`src/hw/rtl/cfrd_pkg.sv`:
```
`default_nettype none

package cfrd_pkg;

    // Request codes on the input side (tuser)
    localparam logic [1:0] CMD_START  = 2'd0;
    localparam logic [1:0] CMD_STATUS = 2'd1;
    localparam logic [1:0] CMD_DATA   = 2'd2;

    // Control-port status codes
    localparam logic [7:0] ST_IDLE = 8'd0;
    localparam logic [7:0] ST_DATA = 8'd1;
    localparam logic [7:0] ST_EOF  = 8'd2;
    localparam logic [7:0] ST_BUSY = 8'd3;
    localparam logic [7:0] ST_ERR  = 8'd255;

    // Result kinds (output tuser)
    localparam logic [1:0] KIND_BYTE = 2'd0;
    localparam logic [1:0] KIND_CMD  = 2'd1;
    localparam logic [1:0] KIND_OK   = 2'd2;
    localparam logic [1:0] KIND_FAIL = 2'd3;

    // Port commands issued
    localparam logic [7:0] PCMD_GETCH = 8'd3;
    localparam logic [7:0] PCMD_CLOSE = 8'd4;

    // Text conversion bytes
    localparam logic [7:0] CH_CR  = 8'd13;
    localparam logic [7:0] CH_LF  = 8'd10;
    localparam logic [7:0] CH_EOT = 8'd26;

    localparam int PAD_W = 7;
    localparam int CNT_W = 32;
    localparam int MAX_RES = 3;

    typedef enum logic [7:0] {
        PH_IDLE       = 8'b0000_0001,
        PH_AWAIT_OPEN = 8'b0000_0010,
        PH_AWAIT_CHNK = 8'b0000_0100,
        PH_READ_LEN   = 8'b0000_1000,
        PH_PAYLOAD    = 8'b0001_0000,
        PH_CHECK      = 8'b0010_0000,
        PH_DONE       = 8'b0100_0000,
        PH_FAILED     = 8'b1000_0000
    } phase_t;

    typedef struct packed {
        logic [1:0] kind;
        logic [7:0] value;
    } entry_t;

    // All results caused by one request; pad/total belong to a finish result,
    // which is always the last one.
    typedef struct packed {
        logic [1:0]             count;
        entry_t [MAX_RES-1:0]   entry;
        logic [PAD_W-1:0]       pad;
        logic [CNT_W-1:0]       total;
    } bundle_t;

endpackage

`default_nettype wire

```
`src/hw/rtl/chunked_file_receive_deframer.sv`:
```
`default_nettype none

// Receive deframer for a polled, chunked file-transfer link. Each slave request is
// one port read (tuser: 0 start, 1 control status, 2 data byte; tdata: the value
// read). The block waits out busy status, asks for chunks, reads the length byte
// (0 = full chunk) and the payload, converts line endings in text mode, and at end
// of file issues close, a ^Z in text mode and a finish result carrying the NUL pad
// for the last record and the saturating payload count. One request is taken per
// cycle while the buffer has room: its results are worked out in one pass and
// queued as a bundle of up to three results in a two-deep bundle buffer; the first
// of them shows on the master side after passing the hold and current registers.
// The master side sends one result per cycle while m_tready is high, so the output
// port sets the sustained rate (one request per cycle while each causes at most one
// result). Requests with no result are not queued, but like every request they
// wait while both bundle slots are taken. The mode register may be written only
// while no results are in flight.

module chunked_file_receive_deframer #(
    parameter int CHUNK_MAX    = 256,
    parameter int RECORD_BYTES = 128
) (
    input  wire logic        clk,
    input  wire logic        rst_n,
    input  wire logic        cfg_we,
    input  wire logic        cfg_wdata,      // binary_mode
    input  wire logic        s_tvalid,
    output logic             s_tready,
    input  wire logic [7:0]  s_tdata,        // [7:0] port_value
    input  wire logic [1:0]  s_tuser,        // [1:0] command
    output logic             m_tvalid,
    input  wire logic        m_tready,
    output logic [47:0]      m_tdata,        // [7:0] out_value, [14:8] pad_count,
                                             // [46:15] received_count, [47] zero
    output logic [1:0]       m_tuser,        // [1:0] result_kind
    output logic             m_tlast         // last_of_run
);

    localparam int BL_W = $clog2(CHUNK_MAX + 1);
    localparam int WM_W = $clog2(RECORD_BYTES);

    cfrd_pkg::phase_t               phase_reg;
    cfrd_pkg::phase_t               phase_next;
    logic [BL_W-1:0]                bytes_left_reg;
    logic [BL_W-1:0]                bytes_left_next;
    logic [WM_W-1:0]                wmr_reg;
    logic [WM_W-1:0]                wmr_next;
    logic [cfrd_pkg::CNT_W-1:0]     total_reg;
    logic [cfrd_pkg::CNT_W-1:0]     total_next;
    logic                           binary_mode_reg;
    cfrd_pkg::bundle_t              bundle;
    logic                           accept;
    logic [cfrd_pkg::PAD_W-1:0]     out_pad;
    logic [cfrd_pkg::CNT_W-1:0]     out_total;
    logic [7:0]                     out_value;

    assign accept = s_tvalid && s_tready;

    // Phase update and result bundle for the request on the slave side
    cfrd_step #(
        .CHUNK_MAX    (CHUNK_MAX),
        .RECORD_BYTES (RECORD_BYTES)
    ) u_step (
        .phase           (phase_reg),
        .bytes_left      (bytes_left_reg),
        .wmr             (wmr_reg),
        .total           (total_reg),
        .binary_mode     (binary_mode_reg),
        .command         (s_tuser),
        .port_value      (s_tdata),
        .phase_next      (phase_next),
        .bytes_left_next (bytes_left_next),
        .wmr_next        (wmr_next),
        .total_next      (total_next),
        .bundle          (bundle)
    );

    // Bundle buffer and one-result-per-cycle serialiser (while out_ready is high)
    cfrd_drain u_drain (
        .clk         (clk),
        .rst_n       (rst_n),
        .push        (accept && (bundle.count != 2'd0)),
        .push_bundle (bundle),
        .push_ready  (s_tready),
        .out_valid   (m_tvalid),
        .out_ready   (m_tready),
        .out_kind    (m_tuser),
        .out_value   (out_value),
        .out_pad     (out_pad),
        .out_total   (out_total),
        .out_last    (m_tlast)
    );

    assign m_tdata = {1'b0, out_total, out_pad, out_value};

    always_ff @(posedge clk or negedge rst_n)
    begin
        if (!rst_n)
        begin
            phase_reg       <= cfrd_pkg::PH_IDLE;
            bytes_left_reg  <= '0;
            wmr_reg         <= '0;
            total_reg       <= '0;
            binary_mode_reg <= 1'b0;
        end
        else
        begin
            if (cfg_we)
            begin
                binary_mode_reg <= cfg_wdata;
            end
            if (accept)
            begin
                phase_reg      <= phase_next;
                bytes_left_reg <= bytes_left_next;
                wmr_reg        <= wmr_next;
                total_reg      <= total_next;
            end
        end
    end

endmodule

`default_nettype wire

```
`src/hw/rtl/cfrd_step.sv`:
```
`default_nettype none

module cfrd_step #(
    parameter int CHUNK_MAX    = 256,
    parameter int RECORD_BYTES = 128
) (
    input  wire cfrd_pkg::phase_t                     phase,
    input  wire logic [$clog2(CHUNK_MAX+1)-1:0]       bytes_left,
    input  wire logic [$clog2(RECORD_BYTES)-1:0]      wmr,
    input  wire logic [cfrd_pkg::CNT_W-1:0]           total,
    input  wire logic                                 binary_mode,
    input  wire logic [1:0]                           command,
    input  wire logic [7:0]                           port_value,
    output cfrd_pkg::phase_t                          phase_next,
    output logic [$clog2(CHUNK_MAX+1)-1:0]            bytes_left_next,
    output logic [$clog2(RECORD_BYTES)-1:0]           wmr_next,
    output logic [cfrd_pkg::CNT_W-1:0]                total_next,
    output cfrd_pkg::bundle_t                         bundle
);

    localparam int BL_W  = $clog2(CHUNK_MAX + 1);
    localparam int WM_W  = $clog2(RECORD_BYTES);
    localparam int SUM_W = WM_W + 2;
    localparam int PF_W  = (WM_W + 1 > cfrd_pkg::PAD_W) ? WM_W + 1 : cfrd_pkg::PAD_W;

    logic [SUM_W-1:0] wsum;
    logic [SUM_W-1:0] wsum_wr;
    logic [WM_W-1:0]  wmr_eot;
    logic [PF_W-1:0]  pad_full;
    logic [8:0]       len9;
    logic [BL_W-1:0]  bl_dec;
    logic [1:0]       nwr;

    // Record position after a finish (past the ^Z marker in text mode) and the NUL pad for the last record
    always_comb
    begin
        wsum = SUM_W'(wmr) + SUM_W'(1);
        if (wsum >= SUM_W'(RECORD_BYTES))
        begin
            wsum = wsum - SUM_W'(RECORD_BYTES);
        end
        wmr_eot = binary_mode ? wmr : wsum[WM_W-1:0];
        pad_full = (wmr_eot == '0) ? '0 : (PF_W'(RECORD_BYTES) - PF_W'(wmr_eot));
    end

    always_comb
    begin
        phase_next      = phase;
        bytes_left_next = bytes_left;
        wmr_next        = wmr;
        total_next      = total;
        bundle          = '0;
        len9            = '0;
        bl_dec          = bytes_left;
        nwr             = 2'd0;
        wsum_wr         = '0;

        case (command)
            cfrd_pkg::CMD_START:
            begin
                phase_next      = cfrd_pkg::PH_AWAIT_OPEN;
                bytes_left_next = '0;
                wmr_next        = '0;
                total_next      = '0;
            end

            cfrd_pkg::CMD_STATUS:
            begin
                if ((phase == cfrd_pkg::PH_AWAIT_OPEN) && (port_value == cfrd_pkg::ST_ERR))
                begin
                    bundle.count          = 2'd1;
                    bundle.entry[0].kind  = cfrd_pkg::KIND_FAIL;
                    phase_next            = cfrd_pkg::PH_FAILED;
                end
                else if ((phase == cfrd_pkg::PH_AWAIT_OPEN) && (port_value != cfrd_pkg::ST_BUSY))
                begin
                    bundle.count          = 2'd1;
                    bundle.entry[0].kind  = cfrd_pkg::KIND_CMD;
                    bundle.entry[0].value = cfrd_pkg::PCMD_GETCH;
                    phase_next            = cfrd_pkg::PH_AWAIT_CHNK;
                end
                else if ((phase == cfrd_pkg::PH_AWAIT_CHNK || phase == cfrd_pkg::PH_CHECK)
                         && port_value == cfrd_pkg::ST_EOF)
                begin
                    // close, optional ^Z, finish
                    bundle.entry[0].kind  = cfrd_pkg::KIND_CMD;
                    bundle.entry[0].value = cfrd_pkg::PCMD_CLOSE;
                    bundle.pad            = pad_full[cfrd_pkg::PAD_W-1:0];
                    bundle.total          = total;
                    wmr_next              = wmr_eot;
                    phase_next            = cfrd_pkg::PH_DONE;
                    if (binary_mode)
                    begin
                        bundle.count         = 2'd2;
                        bundle.entry[1].kind = cfrd_pkg::KIND_OK;
                    end
                    else
                    begin
                        bundle.count          = 2'd3;
                        bundle.entry[1].kind  = cfrd_pkg::KIND_BYTE;
                        bundle.entry[1].value = cfrd_pkg::CH_EOT;
                        bundle.entry[2].kind  = cfrd_pkg::KIND_OK;
                    end
                end
                else if ((phase == cfrd_pkg::PH_AWAIT_CHNK || phase == cfrd_pkg::PH_CHECK)
                         && port_value == cfrd_pkg::ST_ERR)
                begin
                    bundle.count          = 2'd2;
                    bundle.entry[0].kind  = cfrd_pkg::KIND_CMD;
                    bundle.entry[0].value = cfrd_pkg::PCMD_CLOSE;
                    bundle.entry[1].kind  = cfrd_pkg::KIND_FAIL;
                    phase_next            = cfrd_pkg::PH_FAILED;
                end
                else if ((phase == cfrd_pkg::PH_AWAIT_CHNK) && (port_value == cfrd_pkg::ST_DATA))
                begin
                    phase_next = cfrd_pkg::PH_READ_LEN;
                end
                else if (phase == cfrd_pkg::PH_CHECK)
                begin
                    bundle.count          = 2'd1;
                    bundle.entry[0].kind  = cfrd_pkg::KIND_CMD;
                    bundle.entry[0].value = cfrd_pkg::PCMD_GETCH;
                    phase_next            = cfrd_pkg::PH_AWAIT_CHNK;
                end
            end

            cfrd_pkg::CMD_DATA:
            begin
                if (phase == cfrd_pkg::PH_READ_LEN)
                begin
                    // zero means a full chunk; clamp to the chunk limit
                    len9 = (port_value == 8'd0) ? 9'(CHUNK_MAX) : {1'b0, port_value};
                    if (len9 > 9'(CHUNK_MAX))
                    begin
                        len9 = 9'(CHUNK_MAX);
                    end
                    bytes_left_next = len9[BL_W-1:0];
                    phase_next      = cfrd_pkg::PH_PAYLOAD;
                end
                else if (phase == cfrd_pkg::PH_PAYLOAD)
                begin
                    if (total != {cfrd_pkg::CNT_W{1'b1}})
                    begin
                        total_next = total + cfrd_pkg::CNT_W'(1);
                    end
                    if (!binary_mode && port_value == cfrd_pkg::CH_LF)
                    begin
                        bundle.count          = 2'd2;
                        bundle.entry[0].kind  = cfrd_pkg::KIND_BYTE;
                        bundle.entry[0].value = cfrd_pkg::CH_CR;
                        bundle.entry[1].kind  = cfrd_pkg::KIND_BYTE;
                        bundle.entry[1].value = cfrd_pkg::CH_LF;
                        nwr                   = 2'd2;
                    end
                    else if (binary_mode || port_value != cfrd_pkg::CH_CR)
                    begin
                        bundle.count          = 2'd1;
                        bundle.entry[0].kind  = cfrd_pkg::KIND_BYTE;
                        bundle.entry[0].value = port_value;
                        nwr                   = 2'd1;
                    end
                    wsum_wr = SUM_W'(wmr) + SUM_W'(nwr);
                    if (wsum_wr >= SUM_W'(RECORD_BYTES))
                    begin
                        wsum_wr = wsum_wr - SUM_W'(RECORD_BYTES);
                    end
                    wmr_next = wsum_wr[WM_W-1:0];
                    if (bytes_left != '0)
                    begin
                        bl_dec = bytes_left - BL_W'(1);
                    end
                    bytes_left_next = bl_dec;
                    if (bl_dec == '0)
                    begin
                        phase_next = cfrd_pkg::PH_CHECK;
                    end
                end
            end

            default:
            begin
                phase_next = phase;
            end
        endcase
    end

endmodule

`default_nettype wire

```
`src/hw/rtl/cfrd_drain.sv`:
```
`default_nettype none

module cfrd_drain (
    input  wire logic               clk,
    input  wire logic               rst_n,
    input  wire logic               push,
    input  wire cfrd_pkg::bundle_t  push_bundle,
    output logic                    push_ready,
    output logic                    out_valid,
    input  wire logic               out_ready,
    output logic [1:0]              out_kind,
    output logic [7:0]              out_value,
    output logic [cfrd_pkg::PAD_W-1:0] out_pad,
    output logic [cfrd_pkg::CNT_W-1:0] out_total,
    output logic                    out_last
);

    cfrd_pkg::bundle_t hold_reg;
    cfrd_pkg::bundle_t cur_reg;
    logic              hold_vld_reg;
    logic              cur_vld_reg;
    logic [1:0]        idx_reg;
    cfrd_pkg::entry_t  sel;
    logic              pop_last;
    logic              cur_free;
    logic              move;

    always_comb
    begin
        case (idx_reg)
            2'd1:    sel = cur_reg.entry[1];
            2'd2:    sel = cur_reg.entry[2];
            default: sel = cur_reg.entry[0];
        endcase
    end

    assign out_last   = (idx_reg == cur_reg.count - 2'd1);
    assign pop_last   = cur_vld_reg && out_ready && out_last;
    assign cur_free   = !cur_vld_reg || pop_last;
    assign move       = hold_vld_reg && cur_free;
    assign push_ready = !hold_vld_reg || cur_free;

    assign out_valid = cur_vld_reg;
    assign out_kind  = sel.kind;
    assign out_value = sel.value;
    assign out_pad   = (sel.kind == cfrd_pkg::KIND_OK) ? cur_reg.pad : '0;
    assign out_total = (sel.kind == cfrd_pkg::KIND_OK) ? cur_reg.total : '0;

    always_ff @(posedge clk or negedge rst_n)
    begin
        if (!rst_n)
        begin
            hold_vld_reg <= 1'b0;
            cur_vld_reg  <= 1'b0;
            idx_reg      <= 2'd0;
        end
        else
        begin
            if (push)
            begin
                hold_vld_reg <= 1'b1;
            end
            else if (move)
            begin
                hold_vld_reg <= 1'b0;
            end

            if (move)
            begin
                cur_vld_reg <= 1'b1;
                idx_reg     <= 2'd0;
            end
            else if (pop_last)
            begin
                cur_vld_reg <= 1'b0;
            end
            else if (cur_vld_reg && out_ready)
            begin
                idx_reg <= idx_reg + 2'd1;
            end
        end
    end

    always_ff @(posedge clk)
    begin
        if (push)
        begin
            hold_reg <= push_bundle;
        end
        if (move)
        begin
            cur_reg <= hold_reg;
        end
    end

endmodule

`default_nettype wire

```
`config.mk`:
```
export PLATFORM = sky130hd
export DESIGN_NAME = chunked_file_receive_deframer
export DESIGN_NICKNAME = d
export VERILOG_FILES = /design/src/hw/rtl/cfrd_pkg.sv /design/src/hw/rtl/chunked_file_receive_deframer.sv /design/src/hw/rtl/cfrd_step.sv /design/src/hw/rtl/cfrd_drain.sv
export SDC_FILE = /design/constraint.sdc
export NUM_CORES = 1
export LEC_CHECK = 0
export BUFFER_PORTS_ARGS = -buffer_cell sky130_fd_sc_hd__buf_2
export CORE_MARGIN = 2
export CORE_UTILIZATION = 40
export CTS_BUF_LIST = sky130_fd_sc_hd__clkbuf_4 sky130_fd_sc_hd__clkbuf_8
export DETAILED_ROUTE_END_ITERATION = 16
export SLEW_MARGIN = 20
export SYNTH_ARGS = -nofsm -noshare
export SYNTH_HDL_FRONTEND = slang
export SYNTH_HIERARCHICAL = 1
export SYNTH_SLANG_ARGS = --single-unit
export TNS_END_PERCENT = 1
```
`constraint.sdc`:
```
create_clock -name clk -period 15.9 [get_ports clk]
set_input_delay 3.18 -clock clk [delete_from_list [all_inputs] [get_ports clk]]
set_output_delay 3.18 -clock clk [all_outputs]
set_load 0.005 [all_outputs]
```
# Word-level counts from Yosys, hierarchy flattened
# Cells that the tools add are included.
[totals]
n_memories = 0
inputBits = 16
regBits = 187
output_inout_bits = 53
ramBits = 0
latchBits = 0
word_cells = 183
romBits = 0
[op_classes]
shift = 0
reduce_logical = 36
mul = 0
mux = 81
order_cmp = 3
add_sub_neg = 9
eq_ne = 28
n_div = 0
bitwise = 2
[ops]
columns = ["cell", "count"]
rows = [
  ["2-to-1 mux 32 bit", 4],
  ["2-to-1 mux 9 bit", 9],
  ["2-to-1 mux 8 bit", 10],
  ["2-to-1 mux 39 bit", 2],
  ["2-to-1 mux 10 bit", 7],
  ["2-to-1 mux 7 bit", 10],
  ["case mux 32 bit (2 select lines)", 1],
  ["2-to-1 mux 47 bit", 1],
  ["2-to-1 mux 20 bit", 2],
  ["case mux 20 bit (2 select lines)", 1],
  ["2-to-1 mux 2 bit", 18],
  ["adder 32 x 1 -> 32 bit (second input constant)", 1],
  ["!= test 32 bit (second input constant)", 1],
  ["case mux 8 bit (3 select lines)", 1],
  ["case mux 7 bit (3 select lines)", 1],
  ["case mux 10 bit (2 select lines)", 1],
  ["case mux 9 bit (2 select lines)", 1],
  ["== test 8 x 2 -> 1 bit (second input constant)", 2],
  ["== test 8 x 4 -> 1 bit (second input constant)", 2],
  [">= comparator 8 bit (second input constant)", 2],
  ["subtractor 7 x 1 -> 7 bit (second input constant)", 2],
  ["logical AND 1 bit", 11],
  ["2-to-1 mux 5 bit", 2],
  ["AND reduction 5 bit", 2],
  ["other kinds (39)", 65],
]

# Longest topological paths before layout
[depth]
ltp_word = 13
depth_mapped = 11
depth_no_buf = 11

# Hierarchy
# Netlist, hierarchy kept.
[modules_own_cells]
columns = ["module", "n_inst", "area_each_um2", "seq_area_each_um2", "cells_each"]
rows = [
  ["cfrd_drain", 1, 5067.4, 4364.2, 246],
  ["cfrd_step", 1, 3173.0, 0.0, 503],
  ["chunked_file_receive_deframer", 1, 2255.9, 1427.6, 125],
]

# Least setup slack after synthesis
# Ideal clock, no wire load.
[synth_timing]
path_type = "input-to-reg"
start = "input port s_tdata[4]"
end = "register u_drain/hold_reg[0] (netlist name) (enable)"
t_arrival_ns = 7.895
required_time_ns = 15.397
setup_ns = 0.503
path_buffers = 1
setup_slack_ns = 7.502
cell_stages = 9
cell_sequence = "or4_4 -> or3_4 -> or2_0 -> buf_6 -> nor2_1 -> nor3_1 -> o21bai_1 -> nor2_1 -> nor2_1"
[synth_rtl]
columns = ["item", "line_no", "rtl"]
rows = [
  ["from (decl)", "chunked_file_receive_deframer.sv:28", "input wire logic [7:0] s_tdata,"],
  ["to (signal assigned)", "cfrd_drain.sv:88", "hold_reg <= push_bundle;"],
  ["to (decl)", "cfrd_drain.sv:18", "cfrd_pkg::bundle_t hold_reg;"],
]

==> metrics <==
worst slew pin tran between 1000 and 1500 ps; cell mode on critical path inv_1; GPL Wtd Cong a little over 0.8; critical path startpoint s_tuser[0]; post-DP HPWL ~14000 um; core box area around 26000 sq um; synth unique cells 87; Post-synth top cells 142 x edfxtp_1, 61 x nand2_1, 60 x dfrtp_1; synth top area cells edfxtp_1 41%, dfrtp_1 14%, mux2_4 4.1%; drt initial violations 540; Worst-path clk slew 50 ps; Fillers 2376; post-synthesis cell area around 10000 sq um; final setup vio count 0; Avg Vias per Cell roughly 5.3; NetSw about 0.35 mW; Reg power frac 0.458; Worst Clk Skew ~39 ps; latest clock arrival within the worst-skew pair between 500 and 600 ps; LEAKAGE approximately 4.6 nW; asr flop ratio synth 0.300; count leader, synth edfxtp_1; post-CTS setup buffer count 0; EDFF count, synth 142; post_cts resized 0; die width approximately 170 um; gr usage total 0.154; DRC Markers 0; Hold Path Class reg2reg; Avg WL per Cell roughly 16 um; Area growth syn-to-layout 10.8%; HP Start u_drain/hold_reg[59]$_DFFE_PP_; logic gate share of total power 0.185; crit-path cells buf_2, inv_1, ha_1, inv_1, nor3_2, and3_1, nor2b_1, o21bai_1, nor2_1, nor2_4, buf_4; Clock power frac 0.356; DR vias 6859; crit path capture type flip-flop; remaining global-route overflow 0; Synth area leader edfxtp_1; reg2reg start phase_reg[7]$_DFFE_PN0P_; Post-layout nets 965; CTS Hold Bufs 0; DP Area around 11000 sq um; worst endpoint data arrival time slightly above 7000 ps; reg2reg setup slack ~12000 ps; Routed Antenna Nets 0; Peak Freq between 100 and 150 MHz; worst vdd ir about 0.00014 V; Placed Cells incl. Taps between 1k and 1.5k; Internal roughly 0.94 mW; Power, Total between 1 and 1.5 mW; Worst setup SP type input port; initial antenna violation count 0; share of layout cells above drive strength 1 0.255; Syn Area/Cell between 10 and 15 sq um; H-tree depth 2; fin cells 1295; Sw Ratio 0.270; IO Port Bufs 67; Post-synth top flop edfxtp_1; RSZ-0062 raised after global routing false; slew margin rel. 0.326; final worst-path cycle share 0.441; synthesis-stage register bit count 203; number of global-route vias before repair about 6.5k; first-pass GRT wire length 34700 um; largest net degree at the start of global routing 72; outcome finished, final reports clean; pwr dens approximately 110 nW/um^2; register area share after synthesis 0.552; CP Class in2reg; total CTS buffers 36; CTS tree built; setup tns final 0 ps; Detailed Route WL 21000 um; Synth warnings 6; Yosys top cell area share 0.406; CP max-delay cell nor3_2; fin crit period 7010 ps; initial core utilization 0.405; Final Max Tran Viols 0; clock sink total between 200 and 250; max_cap viols 0; synthesized netlist cell count between 800 and 900; Final Hold Viols 0; Worst Path Required approximately 16000 ps; Crit Path Max Fanout 48; Site Rows 59; Die ar. about 28000 sq um; first drt pass iteration count 5; crit-path max cell delay a little under 700 ps; antenna cells 0; Design Area, Final approximately 12000 sq um; fin util 0.449; Clock Tree Root clkbuf_8; io pins 69; chip height ~170 um; Max clock buf depth 3
[worst paths after layout]
path / to / depth (start not counted)
min in group asynchronous: bytes_left_reg[4]$_DFFE_PN0P_ / 2
max in group asynchronous: u_drain/out_valid$_DFFE_PN0P_ / 2
worst max register to register: u_drain/hold_reg[36]$_DFFE_PP_ / 8
worst min-delay path: u_drain/cur_reg[59]$_DFFE_PP_ / 0
worst max-delay path: u_drain/hold_reg[36]$_DFFE_PP_ / 11
worst min register to register: u_drain/cur_reg[59]$_DFFE_PP_ / 0
[cell families (layout without fill, tap and decap cells)]
| logic type | count (synthesis) | after routing | share of synthesized area |
|---|---|---|---|
| buf+inv | 80 | 153 | 0.0455 |
| compound gates | 161 | 161 | 0.107 |
| fa+ha+maj | 14 | 14 | 0.0174 |
| xor+xnor | 16 | 16 | 0.0134 |
| simple gates | 323 | 323 | 0.176 |
| other cells | 2 | 15 | 0.000715 |
| flops | 203 | 203 | 0.552 |
| mux | 75 | 75 | 0.0888 |
[routing by layer]
layer	share of wire	track usage	up-vias
li1	-	-	3358
met1	0.48	0.222	3281
met2	0.44	0.235	194
met3	0.052	0.0286	26
met4	0.021	0.0484	0
met5	0	0	-
[placed cells by master, fill, tap and decap left out, types with 21 or more instances in the layout]
cell type	Yosys	layout
and2_1	47	46
nand2_1	61	59
nor3_1	21	21
clkbuf_8	1	39
o21ai_0	38	38
buf_2	3	67
dfrtp_1	60	60
mux2_4	29	29
edfxtp_1	142	142
nand3_1	29	29
nor2_1	46	45
mux2_2	29	29
[stage by stage]
| step | hold slack [ps] | worst slack [ps] |
|---|---|---|
| 2_1_floorplan | 400 | 7500 |
| 3_3_place_gp | 401 | 8450 |
| 3_5_place_dp | 405 | 8330 |
| 4_1_cts | 417 | 8880 |
| 5_1_grt | 421 | 8550 |
| 6_report | 416 | 8890 |
[power groups by stage]
stage                     clock network (mW)  logic [mW]  registers (mW)
after detailed placement                   0       0.242           0.599
after CTS                              0.476       0.242           0.588
after global routing                   0.499       0.268           0.590
after global placement                     0       0.240           0.599
after floorplan                            0       0.180           0.595
final                                  0.458       0.238           0.589
[worst max-delay path, delay by kind of cell]
kind | cells | cell delay (ps)
AND/OR/NAND/NOR | 5 | 1890
buffers and inverters | 4 | 1280
adder cells (fa/ha/maj) | 1 | 550
AO/OA/AOI/OAI | 1 | 180
[cell type report]
cell class	instances	area [sq um]	share of cell area
clock buffers	52	634	0.0545
multi-input cells	604	4300	0.369
well taps	335	419	0.0360
repair buffers	72	373	0.0320
inverters	18	67.6	0.00581
clock inverters	11	53.8	0.00462
flip-flops and latches	203	5790	0.498
No activity file was read; power rests on OpenSTA's default activity.
